$ cat config.mk
export PLATFORM = sky130hd
export DESIGN_NAME = soft_timer_table_top
export DESIGN_NICKNAME = d
export VERILOG_FILES = /design/src/stt_pkg.sv /design/src/stt_div.sv /design/src/soft_timer_table_top.sv
export SDC_FILE = /design/constraint.sdc
export NUM_CORES = 1
export LEC_CHECK = 0
export BUFFER_PORTS_ARGS = -buffer_cell sky130_fd_sc_hd__buf_2
export CAP_MARGIN = 40
export CELL_PAD_IN_SITES_DETAIL_PLACEMENT = 0
export CELL_PAD_IN_SITES_GLOBAL_PLACEMENT = 1
export CORE_UTILIZATION = 42
export CTS_CLUSTER_DIAMETER = 60
export DETAILED_ROUTE_END_ITERATION = 8
export PLACE_DENSITY_LB_ADDON = 0.2
export SETUP_SLACK_MARGIN = 0.05
export SLEW_MARGIN = 20
export SYNTH_ARGS = -nofsm -noshare
export SYNTH_HDL_FRONTEND = slang
export SYNTH_SLANG_ARGS = --single-unit
$ cat constraint.sdc
create_clock -name clk -period 8.2 [get_ports clk]
set_input_delay 0.82 -clock clk [delete_from_list [all_inputs] [get_ports clk]]
set_output_delay 0.82 -clock clk [all_outputs]
set_load 0.02 [all_outputs]
$ cat src/stt_pkg.sv
`default_nettype none
package stt_pkg;

  localparam int SLOTS = 8;
  localparam int SLOT_W = (SLOTS > 1) ? $clog2(SLOTS) : 1;

  localparam logic [15:0] HANDLE_BASE = 16'hEEDF;
  localparam logic [19:0] MIN_TIMEBASE = 20'd10;
  localparam logic [19:0] TIMEBASE_RESET = 20'd1000;
  localparam logic [14:0] MAX_RELOAD = 15'h7FFF;

  // Reload divider: numerator 2*d + t, denominator 2*t.
  localparam int NUM_W = 34;
  localparam int DEN_W = 21;
  localparam int DIV_CNT_W = $clog2(NUM_W + 1);

  localparam logic [2:0] MODE_TICK       = 3'd0;
  localparam logic [2:0] MODE_REGISTER   = 3'd1;
  localparam logic [2:0] MODE_UNREGISTER = 3'd2;
  localparam logic [2:0] MODE_START      = 3'd3;
  localparam logic [2:0] MODE_STOP       = 3'd4;
  localparam logic [2:0] MODE_RESTART    = 3'd5;

  localparam logic [1:0] ST_OK        = 2'd0;
  localparam logic [1:0] ST_FULL      = 2'd1;
  localparam logic [1:0] ST_NOT_FOUND = 2'd2;

  typedef struct packed {
    logic [2:0]  mode;
    logic [31:0] delay_us;
    logic        periodic;
    logic [15:0] handle;
  } in_t;

  typedef struct packed {
    logic [1:0]  status;
    logic [15:0] new_handle;
    logic        expired;
    logic [15:0] expired_handle;
    logic [2:0]  expired_slot;
  } out_t;

endpackage
`default_nettype wire

$ cat src/stt_div.sv
`default_nettype none
module stt_div
  import stt_pkg::*;
(
  input  wire logic             clk,
  input  wire logic             rst,
  input  wire logic             start,
  input  wire logic [NUM_W-1:0] num,
  input  wire logic [DEN_W-1:0] den,
  output logic                  busy,
  output logic [NUM_W-1:0]      quot
);

  logic [NUM_W-1:0]     q;
  logic [DEN_W-1:0]     rem;
  logic [DEN_W-1:0]     den_r;
  logic [DIV_CNT_W-1:0] cnt;

  logic [DEN_W:0]   trial;
  logic [DEN_W:0]   diff;
  logic             ge;
  logic [DEN_W-1:0] rem_next;

  // Restoring division, one quotient bit per cycle. The dividend shifts out
  // of the top of q while quotient bits shift in at the bottom.
  always_comb begin
    trial    = {rem, q[NUM_W-1]};
    ge       = trial >= {1'b0, den_r};
    diff     = trial - {1'b0, den_r};
    rem_next = ge ? diff[DEN_W-1:0] : trial[DEN_W-1:0];
  end

  always_ff @(posedge clk) begin
    if (rst) begin
      busy <= 1'b0;
      cnt  <= '0;
    end else if (start) begin
      q     <= num;
      rem   <= '0;
      den_r <= den;
      cnt   <= DIV_CNT_W'(NUM_W);
      busy  <= 1'b1;
    end else if (busy) begin
      q   <= {q[NUM_W-2:0], ge};
      rem <= rem_next;
      cnt <= cnt - DIV_CNT_W'(1);
      if (cnt == DIV_CNT_W'(1)) begin
        busy <= 1'b0;
      end
    end
  end

  assign quot = q;

endmodule
`default_nettype wire

$ cat src/soft_timer_table_top.sv
// Every mode walks all slots in S_SCAN, then applies its result in S_APPLY; done and
// the result beat are registered from S_APPLY. Register with a free slot also waits in
// S_APPLY until the bit-serial reload divider is through. A new item is taken only in
// S_IDLE; busy covers the work.
// Reset (synchronous): all slots free and stopped, issue count zero, timebase 1000 us.
// The done beat lasts one cycle and cannot be held off by the receiver.
`default_nettype none
module soft_timer_table_top
  import stt_pkg::*;
(
  input  wire logic        clk,
  input  wire logic        rst,
  input  wire logic        start,
  output logic             busy,
  input  wire in_t         item,
  input  wire logic        cfg_wr_en,
  input  wire logic [19:0] cfg_wr_data,
  output logic             done,
  output out_t             result
);

  typedef enum logic [1:0] {
    S_IDLE,
    S_SCAN,
    S_APPLY
  } state_t;

  state_t state;

  logic [19:0] timebase_us;
  logic [15:0] issue_count;

  in_t              req;
  logic [SLOT_W-1:0] walk;
  logic              hit;
  logic [SLOT_W-1:0] hit_idx;
  logic [15:0]       hit_handle;
  logic [14:0]       hit_rel;

  logic [15:0] slot_id        [SLOTS];
  logic [14:0] slot_remaining [SLOTS];
  logic [14:0] slot_reload    [SLOTS];
  logic        slot_repeats   [SLOTS];
  logic        slot_running   [SLOTS];

  // Divider hookup.
  logic             div_start;
  logic             div_busy;
  logic [NUM_W-1:0] div_num;
  logic [DEN_W-1:0] div_den;
  logic [NUM_W-1:0] div_quot;
  logic [31:0]      delay_eff;
  logic [14:0]      reload_val;

  assign div_start = start && !busy && (item.mode == MODE_REGISTER);
  assign delay_eff = (item.delay_us < {12'd0, timebase_us}) ?
                     {12'd0, timebase_us} : item.delay_us;
  assign div_num   = {1'b0, delay_eff, 1'b0} + {14'd0, timebase_us};
  assign div_den   = {timebase_us, 1'b0};

  stt_div u_div (
    .clk   (clk),
    .rst   (rst),
    .start (div_start),
    .num   (div_num),
    .den   (div_den),
    .busy  (div_busy),
    .quot  (div_quot)
  );

  always_comb begin
    if (div_quot > {19'd0, MAX_RELOAD}) begin
      reload_val = MAX_RELOAD;
    end else if (div_quot == '0) begin
      reload_val = 15'd1;
    end else begin
      reload_val = div_quot[14:0];
    end
  end

  // Handle issue; the count skips the value whose handle would be zero.
  logic [15:0] cnt1;
  logic [15:0] cnt_new;
  logic [15:0] id_new;

  always_comb begin
    cnt1    = issue_count + 16'd1;
    cnt_new = ((HANDLE_BASE + cnt1) == 16'd0) ? cnt1 + 16'd1 : cnt1;
    id_new  = HANDLE_BASE + cnt_new;
  end

  // Entry under the walk pointer.
  logic [15:0] e_id;
  logic [14:0] e_rem;
  logic [14:0] e_rel;
  logic        e_rep;
  logic        e_run;
  logic        e_active;
  logic [14:0] e_dec;
  logic        e_fire;

  always_comb begin
    e_id     = slot_id[walk];
    e_rem    = slot_remaining[walk];
    e_rel    = slot_reload[walk];
    e_rep    = slot_repeats[walk];
    e_run    = slot_running[walk];
    e_active = (e_id != 16'd0) && e_run;
    e_dec    = (e_rem == 15'd0) ? 15'd0 : e_rem - 15'd1;
    e_fire   = e_active && !hit && (e_dec == 15'd0);
  end

  // Scan hit detection for the different modes.
  logic scan_hit;

  always_comb begin
    unique case (req.mode)
      MODE_TICK:     scan_hit = e_fire;
      MODE_REGISTER: scan_hit = !hit && (e_id == 16'd0);
      MODE_UNREGISTER, MODE_START, MODE_STOP, MODE_RESTART:
        scan_hit = !hit && (req.handle != 16'd0) && (e_id == req.handle);
      default:       scan_hit = 1'b0;
    endcase
  end

  logic apply_go;
  assign apply_go = !(req.mode == MODE_REGISTER && hit && div_busy);

  // Result beat assembled from the scan outcome.
  out_t result_next;

  always_comb begin
    result_next = '0;
    unique case (req.mode)
      MODE_TICK: begin
        result_next.expired = hit;
        if (hit) begin
          result_next.expired_handle = hit_handle;
          result_next.expired_slot   = 3'(hit_idx);
        end
      end
      MODE_REGISTER: begin
        if (hit) begin
          result_next.new_handle = id_new;
        end else begin
          result_next.status = ST_FULL;
        end
      end
      MODE_UNREGISTER, MODE_START, MODE_STOP, MODE_RESTART: begin
        result_next.status = hit ? ST_OK : ST_NOT_FOUND;
      end
      default: begin
      end
    endcase
  end

  // Slot table write port.
  logic              we_id, we_rem, we_rel, we_rep, we_run;
  logic [SLOT_W-1:0] wr_idx;
  logic [15:0]       wd_id;
  logic [14:0]       wd_rem;
  logic [14:0]       wd_rel;
  logic              wd_rep;
  logic              wd_run;

  always_comb begin
    we_id  = 1'b0;
    we_rem = 1'b0;
    we_rel = 1'b0;
    we_rep = 1'b0;
    we_run = 1'b0;
    wr_idx = hit_idx;
    wd_id  = 16'd0;
    wd_rem = 15'd0;
    wd_rel = 15'd0;
    wd_rep = 1'b0;
    wd_run = 1'b0;
    if (state == S_SCAN) begin
      wr_idx = walk;
      if (req.mode == MODE_TICK && e_active) begin
        we_rem = 1'b1;
        we_run = 1'b1;
        wd_rem = (e_fire && e_rep) ? e_rel : e_dec;
        wd_run = !(e_fire && !e_rep);
      end
    end else if (state == S_APPLY && hit && apply_go) begin
      case (req.mode)
        MODE_REGISTER: begin
          {we_id, we_rem, we_rel, we_rep, we_run} = 5'b11111;
          wd_id  = id_new;
          wd_rem = reload_val;
          wd_rel = reload_val;
          wd_rep = req.periodic;
        end
        MODE_UNREGISTER: begin
          {we_id, we_rem, we_rel, we_rep, we_run} = 5'b11111;
        end
        MODE_STOP: begin
          we_run = 1'b1;
        end
        MODE_START, MODE_RESTART: begin
          we_rem = 1'b1;
          we_run = 1'b1;
          wd_rem = hit_rel;
          wd_run = 1'b1;
        end
        default: begin
        end
      endcase
    end
  end

  always_ff @(posedge clk) begin
    if (rst) begin
      for (int i = 0; i < SLOTS; i++) begin
        slot_id[i]      <= 16'd0;
        slot_running[i] <= 1'b0;
      end
    end else begin
      if (we_id) begin
        slot_id[wr_idx] <= wd_id;
      end
      if (we_run) begin
        slot_running[wr_idx] <= wd_run;
      end
    end
  end

  // A free slot is never read before register writes all of its fields.
  always_ff @(posedge clk) begin
    if (we_rem) begin
      slot_remaining[wr_idx] <= wd_rem;
    end
    if (we_rel) begin
      slot_reload[wr_idx] <= wd_rel;
    end
    if (we_rep) begin
      slot_repeats[wr_idx] <= wd_rep;
    end
  end

  always_ff @(posedge clk) begin
    if (rst) begin
      timebase_us <= TIMEBASE_RESET;
    end else if (cfg_wr_en) begin
      timebase_us <= (cfg_wr_data < MIN_TIMEBASE) ? MIN_TIMEBASE : cfg_wr_data;
    end
  end

  always_ff @(posedge clk) begin
    if (rst) begin
      state       <= S_IDLE;
      done        <= 1'b0;
      hit         <= 1'b0;
      walk        <= '0;
      issue_count <= 16'd0;
      result      <= '0;
    end else begin
      done <= (state == S_APPLY) && apply_go;
      unique case (state)
        S_IDLE: begin
          if (start) begin
            req   <= item;
            hit   <= 1'b0;
            walk  <= '0;
            state <= S_SCAN;
          end
        end
        S_SCAN: begin
          if (scan_hit) begin
            hit        <= 1'b1;
            hit_idx    <= walk;
            hit_handle <= e_id;
            hit_rel    <= e_rel;
          end
          if (walk == SLOT_W'(SLOTS - 1)) begin
            state <= S_APPLY;
          end else begin
            walk <= walk + SLOT_W'(1);
          end
        end
        S_APPLY: begin
          if (apply_go) begin
            result <= result_next;
            if (req.mode == MODE_REGISTER && hit) begin
              issue_count <= cnt_new;
            end
            state <= S_IDLE;
          end
        end
        default: state <= S_IDLE;
      endcase
    end
  end

  assign busy = (state != S_IDLE);

endmodule
`default_nettype wire
### Word-level counts from Yosys, hierarchy flattened

Memories as Yosys holds them, arrays and structs flattened. A register that Yosys moved wholly into a read port is not among the register bits.
Cells that the tools add are included.

| storage, ports and cells | value |
|---|---|
| bits in registers | 217 |
| memory bits (writable) | 384 |
| output and inout port bits | 40 |
| word-level logic and storage cells | 198 |
| memories kept | 5 |

Memory list:

| name | words | bits a word | rd ports | clocked after Yosys merged registers in | write ports | line | RTL |
|---|---|---|---|---|---|---|---|
| slot_id | 8 | 16 | 1 | 1 | 8 | soft_timer_table_top.sv:40 | `logic [15:0] slot_id [SLOTS];` |
| slot_reload | 8 | 15 | 1 | 1 | 1 | soft_timer_table_top.sv:42 | `logic [14:0] slot_reload [SLOTS];` |
| slot_remaining | 8 | 15 | 1 | 1 | 1 | soft_timer_table_top.sv:41 | `logic [14:0] slot_remaining [SLOTS];` |
| slot_repeats | 8 | 1 | 1 | 1 | 1 | soft_timer_table_top.sv:43 | `logic slot_repeats [SLOTS];` |
| slot_running | 8 | 1 | 1 | 1 | 8 | soft_timer_table_top.sv:44 | `logic slot_running [SLOTS];` |

| cells by class | value |
|---|---|
| $add $sub $neg | 9 |
| magnitude comparators | 4 |
| equality and inequality tests | 16 |
| multiplexer cells | 89 |
| bitwise logic cells | 2 |
| reduce and logical (&&, ||, !) cells | 50 |

Operators by type and width:

| cell | count |
|---|---|
| $mux W15 | 10 |
| $mux W16 | 7 |
| $mux W34 | 2 |
| $mux W3 | 15 |
| $mux W21 | 2 |
| $mux W20 | 2 |
| $mux W1 | 37 |
| $add A33 B20 Y34 | 1 |
| $gt A34 B15 Y1 const B | 1 |
| $logic_not A34 Y1 | 1 |
| $add A16 B1 Y16 const B | 2 |
| $add A16 B16 Y16 const A | 2 |
| $logic_not A16 Y1 | 2 |
| $lt A32 B20 Y1 | 1 |
| $mux W32 | 1 |
| $reduce_bool A16 Y1 | 2 |
| $logic_not A15 Y1 | 2 |
| $pmux W15 S2 | 1 |
| $ge A22 B21 Y1 | 1 |
| $sub A21 B21 Y21 | 1 |
| $lt A20 B4 Y1 const B | 1 |
| $mux W19 | 1 |
| $reduce_and A3 Y1 | 6 |
| $eq A16 B16 Y1 | 1 |
| other kinds (30) | 68 |

### Depth between registers and ports, before layout

Gate-level depths: netlist of run 1.

| depth | value |
|---|---|
| word-level depth | 12 |
| gate-level depth with buffers | 27 |
| mapped depth without buffers | 24 |

### Modules after synthesis

Synthesis of run 1 repeated with hierarchy kept, for this count alone.

| unflattened totals | value |
|---|---|
| cells, all modules | 2305 |
| area total of the unflattened synthesis | 29374.4 um2 |

By module, submodules not included:

| module | times used | cells each | area each (um2) |
|---|---|---|---|
| soft_timer_table_top | 1 | 1881 | 24633.6 |
| stt_div | 1 | 424 | 4740.8 |

### Least setup slack after synthesis of run 1

No wires, ideal clock.

| timing | value |
|---|---|
| path type | reg2reg |
| start | reg with a tool-made name |
| end | reg hit_handle[0] (enable) |
| arrival time | 6215 ps |
| path slack | 1527 ps |
| stages on the path, launching flop included | 16 |
| cells stage by stage | dfxtp_1 clkbuf_1 buf_1 clkbuf_1 clkbuf_1 buf_1 mux2i_1 ha_1 nand2_1 or3_1 buf_2 nor4_1 a31oi_1 nor4b_2 a21oi_1 a2111oi_2 |

RTL lines:

| element | line | RTL |
|---|---|---|
| end signal, assigned | soft_timer_table_top.sv:273 | `hit_handle <= e_id;` |
| end, declared | soft_timer_table_top.sv:37 | `logic [15:0] hit_handle;` |

### Worst setup path in the final report of run 1

| timing | value |
|---|---|
| start | reg timebase_us[13] |
| end | reg u_div.q[21] (netlist: u_div.quot[21]), data pin |

| on the way | value |
|---|---|
| longest elaborated chain between the ends | 4 |

RTL lines:

| element | line | RTL |
|---|---|---|
| start, declared | soft_timer_table_top.sv:30 | `logic [19:0] timebase_us;` |
| start signal, assigned | soft_timer_table_top.sv:246 | `timebase_us <= (cfg_wr_data < MIN_TIMEBASE) ? MIN_TIMEBASE : cfg_wr_data;` |
| $lt A32 B20 Y1 | soft_timer_table_top.sv:56 | `assign delay_eff = (item.delay_us < {12'd0, timebase_us}) ?` |
| $mux W32 | soft_timer_table_top.sv:56 |  |
| $add A33 B20 Y34 * | soft_timer_table_top.sv:58 | `assign div_num = {1'b0, delay_eff, 1'b0} + {14'd0, timebase_us};` |
| $mux W34 * | stt_div.sv:37 | `end else if (start) begin` |
| end signal, assigned | stt_div.sv:38 | `q <= num;` |
| end signal, assigned | stt_div.sv:44 | `q <= {q[NUM_W-2:0], ge};` |
| end, declared | stt_div.sv:14 | `logic [NUM_W-1:0] q;` |

Every way passes the cells marked *; elsewhere a longest branch is shown, timed or not.
A chain may end at the register's enable or synchronous reset.

==> summary.md, run 1 <==
| Metric | Value |
|---|---|
| # rows | between 90 and 100 |
| Total track usage | 19.95% |
| CP arrival | 6.06 ns |
| CTS Buf Count | 68 |
| Filler cell count | approximately 6,000 |
| TNS Setup | 0 ns |
| Fin crit share | 69.92% |
| DRT iter0 DRCs | 1,343 |
| Most frequent cells in the layout | edfxtp_1, nor2_1, nand2_1, buf_2, o21ai_0 |
| Adder-cell share of the synthesized area | 3.109% |
| Max-slew violation count | 0 |
| Post-Synth XOR/XNOR Area | between 3 and 4% |
| CP Launch Type | flip-flop |
| Crit path required time | 8.52 ns |
| H-tree depth | 3 |
| Worst setup slack after layout | 2.466 ns |
| Die Y | 263.2 µm |
| Multi-input combinational cell area | 10,660 µm² |
| Post_cts resized | 0 |
| CTS tree | built |
| FFs w/ async S/R, synth | 0% |
| Final wirelength | 68.56 mm |
| IO Pins | 116 |
| Worst skew pair latency | 0.60 ns |
| Hold Crit Class | primary input to flip-flop |
| Worst Setup End Kind | flip-flop |
| Final weighted congestion in routability-driven placement | 0.8553 |
| CTS Root Cell | clkbuf_16 |
| Vias in the first global route | 18,280 |
| Clock skew | about 0.032 ns |
| Setup Viol. Count Final | 0 |
| Synthesized area per cell | 12.79 µm² |
| Remaining DRCs | 0 |
| Post-Synthesis Net Count | 2,387 |
| Reg area | 17,240 µm² |
| Die width | 263.2 µm |
| Post-synthesis cell type count | 91 |
| CTS max path bufs | 3 |
| Routed WL per cell | 20.80 µm |
| Slew HR | 43.24% |
| Final min period | 5.734 ns |
| Clk slew on worst S/H paths | about 0.06 ns |
| Critical path startpoint | timebase_us[13] |
| Outcome | complete, no violations |
| First-pass GRT wire length | 107.1 mm |
| # hold bufs at CTS | 0 |
| Post-CTS Repair Setup Buffers | 0 |
| Gate Count Post-Synth | approximately 2,200 |
| Max Freq | approximately 170 MHz |
| Hold Slack | approximately 0.4 ns |
| DP Cell Count | 3,166 |
| Die area | 69,270 µm² |
| RSZ-0062 raised after global routing | no |
| Via density | 5.510 |
| R2R Path Start | timebase_us[13] |
| Hold Crit Start | item[12] |
| Seq/Total Area, Yosys | 60.12% |
| Layout Nets | roughly 2,500 |
| Main flop type after synthesis | edfxtp_1 |
| Area growth syn-to-layout | 13.51% |
| Max-Cap Viols | 0 |
| Setup WS pre-CTS | 2.118 ns |
| Grt ovf | 0 |
| Mux cell area share after synthesis | 10.64% |
| Final ANT Viol Nets | 0 |
| IO Port Bufs | 115 |
| Mapped cell area | 28,650 µm² |
| Ys Warns | 0 |
| Compound-Gate Fraction of Synth Area | under 10% |
| Setup CP Type | flip-flop to flip-flop |
| Initial antenna violation count | 3 |
| Layout cells sized above 1 | 17.99% |
| Vias | between 15,000 and 20,000 |
| Leak | 11.12 nW |
| Worst ir drop on vdd | roughly 0.15 mV |
| Final hold vios | 0 |
| P per Cell Area | 206.2 nW/µm² |
| Util after Layout | about half |
| Slew @ Worst Pin | 0.8485 ns |
| EDFF count, synth | 513 |
| Largest net degree at the start of global routing | 69 |
| Register bit total from synthesis | about 600 |
| Final non-filler cell total | approximately 3,300 |
| Simple-gate area share of the yosys netlist | 11.30% |
| CP Max Fanout | 21 |
| Initial DRT Pass Iterations | 5 |
| Sink Count | 604 |
| Largest family of logic cells by synthesized area | simple AND/OR/NAND/NOR gates |
| Initial Utilization | 42.59% |
| HPWL after detailed placement | roughly 47 mm |
| Commonest non-fill, non-tap cell in the layout | edfxtp_1 |
| Core footprint | 67,280 µm² |
[worst max-delay path, stage by stage (launching register included)]
cell      delay (ns)
dfxtp_1         0.52
inv_1           0.11
ha_1            0.31
and3_1          0.15
nand3_1         0.08
or3_1           0.32
o21ai_2         0.51
buf_4           0.33
mux2_2          0.36
ha_1            0.19
inv_1           0.07
fa_1            0.20
nor2b_1         0.05
o21ai_0         0.21
a21boi_0        0.16
o21ai_0         0.32
a211o_1         0.21
a31oi_1         0.14
a31o_2          0.29
a21oi_1         0.50
nor2_1          0.16
xnor2_1         0.19
o21ai_0         0.09
[registers in the layout, summed over array words and instances (netlist names), named ones only]
signal          count
slot_id           128
slot_reload       120
slot_remaining    120
result             38
u_div.quot         34
u_div.rem          21
req                20
timebase_us        20
u_div.den_r        20
hit_handle         16
issue_count        16
hit_rel            15
slot_repeats        8
slot_running        8
u_div.cnt           6
hit_idx             3
walk                3
state               2
done                1
hit                 1
u_div.busy          1
[cells by family after synthesis]
logic type	Yosys count
AO/OA/AOI/OAI	377
multiplexers	180
AND/OR/NAND/NOR	705
XOR/XNOR	107
flip-flops	604
buffers and inverters	198
adder cells (fa/ha/maj)	70
[final timing paths]
path / end / slack [ns] / cells past startpoint
setup / recovery: u_div.quot[21] / 2.47 / 22
hold / removal: req[12] / 0.40 / 1
setup reg to reg: u_div.quot[21] / 2.47 / 22
hold reg to reg: result[22] / 0.46 / 2
[metrics by stage]
stage	area [µm²]	total power, mW
final	32520	6.707
after global routing	32520	6.934
after CTS	32450	6.777
after detailed placement	30250	3.775
after global placement	30210	3.769
after floorplan	28650	3.661
[Yosys cell counts (all sizes together), types with 4 or more instances]
cell type | instances | share of area (%)
xor2 | 50 | 1.5
a31o | 4 | 0.12
a211o | 6 | 0.18
nand2b | 9 | 0.20
inv | 89 | 1.2
nand3b | 7 | 0.18
nand3 | 41 | 0.73
and3 | 10 | 0.22
ha | 68 | 3.0
nor2 | 308 | 4.0
edfxtp | 513 | 54
mux4 | 96 | 7.5
a22oi | 24 | 0.63
o211ai | 11 | 0.29
nand4 | 16 | 0.35
buf | 35 | 0.64
or3b | 4 | 0.12
or2 | 9 | 0.20
a211oi | 12 | 0.36
nor3 | 47 | 0.86
a21boi | 6 | 0.16
nor2b | 14 | 0.31
o21a | 23 | 0.60
a21o | 19 | 0.50
mux2 | 21 | 0.83
xnor2 | 57 | 1.9
dfxtp | 91 | 6.4
a2111oi | 6 | 0.23
nand2 | 155 | 2.0
and2 | 12 | 0.26
clkbuf | 74 | 0.97
or4 | 6 | 0.17
mux2i | 63 | 2.3
nor4 | 32 | 0.70
a21oi | 73 | 1.3
o31a | 4 | 0.12
a2bb2oi | 7 | 0.21
a221oi | 16 | 0.51
nor3b | 6 | 0.16
o21ai | 131 | 2.4
o31ai | 6 | 0.19
or3 | 16 | 0.35
a31oi | 9 | 0.20
[layer usage]
metal	global-route usage (%)	vias up	wire, µm
met1	28.33	8974	32010
met4	4.678	4	1226
met3	3.367	87	3453
li1	-	8668	-
met2	32.00	433	31840
met5	0	-	27
[where the power goes]
group | leakage (nW) | total (mW) | switching (mW) | internal, mW
sequential | 5.23 | 3.38 | 0.0332 | 3.35
clock | 1.08 | 3.00 | 1.23 | 1.77
combinational | 4.81 | 0.331 | 0.190 | 0.141
[layout make-up]
class / instances / area share, %
antenna: 1 / 0.007694
clock buffer: 88 / 5.816
clock inverter: 34 / 0.9656
inverter: 89 / 1.027
multi-input combinational: 1439 / 32.78
sequential: 604 / 53.00
tap: 873 / 3.358
timing repair buffer: 169 / 3.043
(Power assumes the default switching activity.)
==> inputs of run 2 (changes only) <==
--- a/config.mk
+++ b/config.mk
@@ -5,6 +5,7 @@
 export SDC_FILE = /design/constraint.sdc
 export NUM_CORES = 1
 export LEC_CHECK = 0
+export ABC_AREA = 1
 export BUFFER_PORTS_ARGS = -buffer_cell sky130_fd_sc_hd__buf_2
 export CAP_MARGIN = 40
 export CELL_PAD_IN_SITES_DETAIL_PLACEMENT = 0
==> constraint.sdc (replaced) <==
create_clock -name clk -period 4.6 [get_ports clk]
set_input_delay 0.46 -clock clk [delete_from_list [all_inputs] [get_ports clk]]
set_output_delay 0.46 -clock clk [all_outputs]
set_load 0.02 [all_outputs]
==> run 2 against run 1 <==
- clock power grew 90%
- final cell count grew 26%
- sequential power grew 79%
- critical path type unchanged
- largest power group unchanged
==> summary.md, run 2 <==
| Metric | Value |
|---|---|
| Outcome | complete, no violations (unchanged) |
| Total track usage | 22.59% (was 19.95%) |
| Gate Count Post-Synth | 3,016 (was 2,241) |
| IO Port Bufs | 115 (unchanged) |
| Setup CP Type | flip-flop to flip-flop (unchanged) |
| Commonest non-fill, non-tap cell in the layout | nor2_1 (was edfxtp_1) |
| Synthesized area per cell | 9.600 µm² (was 12.79 µm²) |
| Post-synthesis cell type count | 53 (was 91) |
| Ys Warns | 0 (unchanged) |
| Core footprint | 67,630 µm² (was 67,280 µm²) |
| P per Cell Area | 386.9 nW/µm² (was 206.2 nW/µm²) |
| Clk slew on worst S/H paths | 0.06 ns (about the same) |
| Max-Cap Viols | 0 (unchanged) |
| Clock skew | 0.01754 ns (was 0.03191 ns) |
| Ranking of synthesized cells by area | edfxtp_1, nor2_1, dfxtp_1 (was edfxtp_1, mux4_2, dfxtp_1) |
| First-pass GRT wire length | 122.9 mm (was 107.1 mm) |
| CTS max path bufs | 3 (unchanged) |
| Final ANT Viol Nets | 0 (unchanged) |
| Final min period | 4.258 ns (was 5.734 ns) |
| CTS Root Cell | clkbuf_16 (unchanged) |
| Remaining DRCs | 0 (unchanged) |
| Design Power | 13.04 mW (was 6.707 mW) |
| Vias in the first global route | 21,560 (was 18,280) |
| HPWL after detailed placement | 54.48 mm (was 47.30 mm) |
| DP Cell Count | 3,999 (was 3,166) |
| Post-Synthesis Net Count | 3,162 (was 2,387) |
| Worst Setup End Kind | flip-flop (unchanged) |
| Cell Area, Placed | 31,100 µm² (was 30,250 µm²) |
| Hold Crit Class | primary input to flip-flop (unchanged) |
| Biggest register | slot_id (unchanged) |
| Filler cell count | 6,260 (was 5,985) |
| Setup Viol. Count Final | 0 (unchanged) |
| CP Launch Type | flip-flop (unchanged) |
| Max-slew violation count | 0 (unchanged) |
| Largest area contributor in the netlist | edfxtp_1 (unchanged) |
| Seq/Total Area, Yosys | 59.50% (was 60.12%) |
| Via density | 5.382 (was 5.510) |
| Final hold vios | 0 (unchanged) |
| Slew @ Worst Pin | 0.7746 ns (was 0.8485 ns) |
| # rows | 95 (unchanged) |
| Util after Layout | 49.83% (was 48.34%) |
| Most instantiated library cell after synthesis | nor2_1 (was edfxtp_1) |
| Worst ir drop on vdd | 0.2134 mV (was 0.1463 mV) |
| Final wirelength | 79.78 mm (was 68.56 mm) |
| Max reg flops | 128 (unchanged) |
| Routed WL per cell | 19.27 µm (was 20.80 µm) |
| Sink Count | 604 (unchanged) |
| H-tree depth | 3 (unchanged) |
| RSZ-0062 raised after global routing | yes (was no) |
| Leak | 13.28 nW (was 11.12 nW) |
| Ant. Diodes | 0 (was 1) |
| EDFF count, synth | 513 (unchanged) |
| Final instance area | 33,700 µm² (was 32,520 µm²) |
| Mapped cell area | 28,950 µm² (was 28,650 µm²) |
| Biggest regs | slot_id: 128 flops, slot_reload: 120 flops, slot_remaining: 120 flops (unchanged) |
| Largest net degree at the start of global routing | 81 (was 69) |
| Die Y | 264.6 µm (was 263.2 µm) |
| Crit path required time | 4.96 ns (was 8.52 ns) |
| Die area | 69,990 µm² (was 69,270 µm²) |
| Final non-filler cell total | 4,140 (was 3,297) |
| Final weighted congestion in routability-driven placement | 0.8642 (was 0.8553) |
| Vias | 22,280 (was 18,170) |
| Post-synth top area share | 53.21% (was 53.76%) |
| CP arrival | 4.61 ns (was 6.06 ns) |
| Initial antenna violation count | 4 (was 3) |
| Layout Nets | 3,355 (was 2,517) |
| DRT iter0 DRCs | 1,691 (was 1,343) |
| CTS Buf Count | 72 (was 68) |
| Fin crit share | 92.57% (was 69.92%) |
| Grt ovf | 0 (unchanged) |
| FFs w/ async S/R, synth | 0% (unchanged) |
| Slew HR | 48.17% (was 43.24%) |
| TNS Setup | 0 ns (unchanged) |
| CTS tree | built (unchanged) |
| Area growth syn-to-layout | 16.41% (was 13.51%) |
| Initial DRT Pass Iterations | 6 (was 5) |
| IO Pins | 116 (unchanged) |
| Initial Utilization | 42.81% (was 42.59%) |
| Max Freq | 234.8 MHz (was 174.4 MHz) |
| CP Max Fanout | 6 (was 21) |
| Die width | 264.6 µm (was 263.2 µm) |
| Commonest cells in the netlist | nor2_1, edfxtp_1, nand2_1 (was edfxtp_1, nor2_1, nand2_1) |
| Main flop type after synthesis | edfxtp_1 (unchanged) |
| Worst skew pair latency | 0.61 ns (was 0.60 ns) |
| Register bit total from synthesis | 604 (unchanged) |
| Layout cells sized above 1 | 14.14% (was 17.99%) |
| Most frequent cells in the layout | nor2_1, edfxtp_1, nand2_1, o21ai_0, inv_1 (was edfxtp_1, nor2_1, nand2_1, buf_2, o21ai_0) |
==> run 2: final cells by class <==
type                            instances  area, µm²  share of cell area, %
Multi-Input combinational cell       2032      10420                  30.90
Clock inverter                         43      470.5                  1.396
Sequential cell                       604      17240                  51.14
Inverter                              253      952.2                  2.825
Tap cell                              873       1092                  3.241
Clock buffer                           89       1897                  5.628
Timing Repair Buffer                  246       1639                  4.863
==> run 2: critical path: stages, from the launching register on <==
cell      delay [ns]
dfxtp_1         0.31
inv_1           0.11
ha_4            0.22
a21oi_1         0.15
o21ai_1         0.12
o211ai_1        0.18
nand2_1         0.11
nand3_1         0.08
o211ai_1        0.15
buf_4           0.20
nand2_1         0.06
o21ai_0         0.08
ha_1            0.35
buf_4           0.15
nand2_1         0.04
nor2_1          0.05
a211oi_2        0.24
o21ai_2         0.12
a21boi_2        0.18
o21ai_2         0.09
a21boi_2        0.21
o21ai_2         0.10
a21oi_4         0.23
o21ai_4         0.12
inv_2           0.09
o21bai_1        0.07
nand3_1         0.09
nand2_1         0.07
==> run 2: logic make-up after synthesis <==
group / Yosys count / share of synthesized area, %
and+or+nand+nor: 1224 / 17.59
AOI/OAI and AO/OA: 682 / 13.06
DFF: 604 / 59.50
buffers and inverters: 381 / 5.104
adders and majority gates: 70 / 3.077
xor gates and xnor gates: 54 / 1.634
muxes: 1 / 0.03457
==> run 2: per-layer routing <==
layer  GRT usage (%)  up-vias  share of wire (%)
met5               0        -              0.083
met3           3.614       95                5.7
met1           32.83    10760                 48
met4           4.463        8                1.2
li1                -    10840                  -
met2           35.71      576                 45
==> run 2: per-stage QoR <==
step	setup WS, ns	hold slack (ns)
floorplan	0.06391	0.4305
global placement	-0.2158	0.4501
detailed placement	-0.2435	0.4526
CTS	0.07241	0.002048
global route	-0.04927	0.008698
finish	0.3416	0.03049
==> run 2: power breakdown <==
group / internal, mW / switching, mW / leakage (nW) / total [mW]
Clock: 3.37 / 2.32 / 1.16 / 5.69
Sequential: 6.01 / 0.0521 / 5.72 / 6.06
Combinational: 0.438 / 0.852 / 6.40 / 1.29
Total: 9.82 / 3.22 / 13.3 / 13.0
==> run 2: worst paths after layout <==
check                                       end  depth (start not counted)  slack [ns]             from
worst max-delay path             u_div.quot[27]                         27        0.34   timebase_us[5]
worst min-delay path                     req[4]                          1        0.03          item[4]
worst max register to register   u_div.quot[27]                         27        0.34   timebase_us[5]
worst min register to register  u_div.den_r[14]                          0        0.44  timebase_us[13]
==> run 2: timing repair <==
item / in CTS / in global routing
endpoints found under the setup margin: 10 / 65
hold buffers: 0 / 0
cloned: 1 / 1
pin swaps: 1 / 24
setup buffers: 0 / 4
resized for setup: 3 / 44
==> inputs of run 3 (changes only) <==
--- a/config.mk
+++ b/config.mk
@@ -10,6 +10,7 @@
 export CAP_MARGIN = 40
 export CELL_PAD_IN_SITES_DETAIL_PLACEMENT = 0
 export CELL_PAD_IN_SITES_GLOBAL_PLACEMENT = 1
+export CORE_ASPECT_RATIO = 1.25
 export CORE_UTILIZATION = 42
 export CTS_CLUSTER_DIAMETER = 60
 export DETAILED_ROUTE_END_ITERATION = 8
==> run 3 against run 2 <==
- clock skew is 0.0084 ns higher
- sequential share of layout area about the same
- maximum frequency shrank 1.8%
- core utilization shrank 0.35 points
- combinational power about the same
- flip-flop and latch count stayed put
- setup slack got worse by 0.080 ns
==> summary.md, run 3 (synthesis gave the netlist of run 2 again) <==
| Metric | Value |
|---|---|
| Final non-filler cell total | 4,150 (was 4,140) |
| R2R depth | 27 (unchanged) |
| Max-slew violation count | 0 (unchanged) |
| Final ANT Viol Nets | 0 (unchanged) |
| Die Y | 295.5 µm (was 264.6 µm) |
| DP Cell Count | 4,004 (was 3,999) |
| Initial antenna violation count | 0 (was 4) |
| TNS Setup | 0 ns (unchanged) |
| Filler cell count | 6,231 (was 6,260) |
| Most frequent cells in the layout | nor2_1, edfxtp_1, nand2_1, o21ai_0, inv_1 (unchanged) |
| Worst Setup End Kind | flip-flop (unchanged) |
| Area growth syn-to-layout | 16.47% (was 16.41%) |
| Die area | 70,000 µm² (was 69,990 µm²) |
| Clk slew on worst S/H paths | 0.06 ns (about the same) |
| Util after Layout | 49.49% (was 49.83%) |
| Design Power | 12.84 mW (was 13.04 mW) |
| Biggest regs | slot_id: 128 flops, slot_reload: 120 flops, slot_remaining: 120 flops (unchanged) |
| Psw | 3.243 mW (was 3.225 mW) |
| Layout cells sized above 1 | 14.00% (was 14.14%) |
| Clock share of power | 42.6% (was 43.6%) |
| Grt ovf | 0 (unchanged) |
| H-tree depth | 3 (unchanged) |
| RR Endpoint | u_div.quot[27] (unchanged) |
| Internal Power | 9.596 mW (was 9.816 mW) |
| Clock skew | 0.02599 ns (was 0.01754 ns) |
| R2R Path Start | timebase_us[11] (was timebase_us[5]) |
| Comb pwr share | 10.2% (was 9.9%) |
| Die width | 236.8 µm (was 264.6 µm) |
| Crit path required time | 4.98 ns (was 4.96 ns) |
| Final wirelength | 82.79 mm (was 79.78 mm) |
| Via density | 5.392 (was 5.382) |
| Outcome | complete, no violations (unchanged) |
| Vias in the first global route | 21,850 (was 21,560) |
| HPWL after detailed placement | 56.02 mm (was 54.48 mm) |
| P per Cell Area | 380.8 nW/µm² (was 386.9 nW/µm²) |
| DRT iter0 DRCs | 1,697 (was 1,691) |
| R2R setup slack | 0.26 ns (was 0.34 ns) |
| Setup WS pre-CTS | -0.5487 ns (was -0.2435 ns) |
| Cell Area, Placed | 31,160 µm² (was 31,100 µm²) |
| Total track usage | 23.51% (was 22.59%) |
| Commonest non-fill, non-tap cell in the layout | nor2_1 (unchanged) |
| Hold Crit Class | primary input to flip-flop (unchanged) |
| Largest net degree at the start of global routing | 135 (was 81) |
| IO Port Bufs | 115 (unchanged) |
| Share of power burned in registers | 47.2% (was 46.5%) |
| Max Freq | 230.5 MHz (was 234.8 MHz) |
| Ant. Diodes | 0 (unchanged) |
| Hold Crit Start | item[5] (was item[4]) |
| Final instance area | 33,720 µm² (was 33,700 µm²) |
| Routed WL per cell | 19.95 µm (was 19.27 µm) |
| IO Pins | 116 (unchanged) |
| Max reg flops | 128 (unchanged) |
| Worst ir drop on vdd | 0.2163 mV (was 0.2134 mV) |
| Layout Nets | 3,367 (was 3,355) |
| Worst skew pair latency | 0.62 ns (was 0.61 ns) |
| WHS Endpoint | req[5] (was req[4]) |
| Switching portion of total power | 25.26% (was 24.73%) |
| Worst setup slack after layout | 0.2614 ns (was 0.3416 ns) |
| Leak | 13.31 nW (was 13.28 nW) |
| CP Max Fanout | 7 (was 6) |
| CP arrival | 4.71 ns (was 4.61 ns) |
| Final weighted congestion in routability-driven placement | 0.8967 (was 0.8642) |
| Hold Slack | 0.03009 ns (was 0.03049 ns) |
| # rows | 107 (was 95) |
| Core footprint | 68,140 µm² (was 67,630 µm²) |
| Remaining DRCs | 0 (unchanged) |
| Final min period | 4.339 ns (was 4.258 ns) |
| CTS tree | built (unchanged) |
| CTS Buf Count | 69 (was 72) |
| First-pass GRT wire length | 125.9 mm (was 122.9 mm) |
| Slew @ Worst Pin | 0.8768 ns (was 0.7746 ns) |
| Final hold vios | 0 (unchanged) |
| Sink Count | 604 (unchanged) |
| Biggest register | slot_id (unchanged) |
| Slew HR | 41.40% (was 48.17%) |
| CTS Root Cell | clkbuf_16 (unchanged) |
| Max-Cap Viols | 0 (unchanged) |
| CTS max path bufs | 3 (unchanged) |
| CP peak stage delay | 0.35 ns (about the same) |
| CP Launch Type | flip-flop (unchanged) |
| RSZ-0062 raised after global routing | yes (unchanged) |
| Setup Viol. Count Final | 0 (unchanged) |
| Initial Utilization | 42.49% (was 42.81%) |
| Setup CP Type | flip-flop to flip-flop (unchanged) |
| Slowest CP cell | fa_2 (was ha_1) |
| Initial DRT Pass Iterations | 7 (was 6) |
| WHS Path Cells | 1 (unchanged) |
| Vias | 22,380 (was 22,280) |
| Fin crit share | 94.32% (was 92.57%) |
## run 3: changes by cell type in the layout (fill, tap and decap cells not counted), sizes merged, moves of 3 or more
cell         previous run  this run
clkinvlp                2         5
dlygate4sd3             0         7
bufinv                  7         3
buf                   246       254
inv                   257       260
clkinv                 30        26
## run 3: how the worst max path moves through the flow
stage | from | endpoint | slack (ns) | cells after the start
2_1_floorplan | item[28] | u_div.quot[23] | 0.06 | 26
3_3_place_gp | item[24] | u_div.quot[30] | -0.41 | 28
3_5_place_dp | item[24] | u_div.quot[30] | -0.55 | 28
4_1_cts | timebase_us[5] | u_div.quot[25] | 0.05 | 26
5_1_grt | timebase_us[11] | u_div.quot[31] | 0.009 | 28
6_report | timebase_us[11] | u_div.quot[27] | 0.26 | 27
## run 3: worst max-delay path, delay by kind of cell, from the launching register on
kind	cells	cell delay [ns]
adders and majority gates	3	0.84
buffers and inverters	5	0.56
AOI/OAI and AO/OA	12	1.67
and+or+nand+nor	7	0.68
DFF	1	0.34
## run 3: power groups by stage
| stage | Clock (mW) | Combinational [mW] | Sequential [mW] |
|---|---|---|---|
| 5_1_grt | 5.77 | 1.45 | 6.07 |
| 2_1_floorplan | 0 | 0.792 | 6.16 |
| 3_3_place_gp | 0 | 1.25 | 6.17 |
| 3_5_place_dp | 0 | 1.27 | 6.18 |
| 4_1_cts | 5.57 | 1.29 | 6.06 |
| 6_report | 5.47 | 1.31 | 6.06 |
## run 3: what timing repair did
item / 4_1_cts / 5_1_grt
setup endpoints to repair: 12 / 31
pin swaps: 3 / 15
hold buffers: 7 / 0
setup buffers: 2 / 3
gates cloned: 1 / 0
gates resized for setup: 5 / 30
hold endpoints to repair: 7 / 0
## run 3: per-layer routing
layer  track usage, %  vias up  wire length [µm]  part of all wire (%)
li1                 -    10860                 -                     -
met1            29.45    10780             34730                    42
met2            42.27      626             42350                    51
met3            2.530      112              3910                   4.7
met4            7.697        0              1806                   2.2
met5                0        -                 0                     0
## run 3: layout make-up
class | count | area, µm² | area share [%]
sequential | 604 | 17230 | 51.10
multi-input combinational | 2032 | 10380 | 30.77
clock buffer | 87 | 1892 | 5.610
timing repair buffer | 261 | 1794 | 5.321
tap | 872 | 1091 | 3.236
inverter | 253 | 952.2 | 2.824
clock inverter | 41 | 385.4 | 1.143
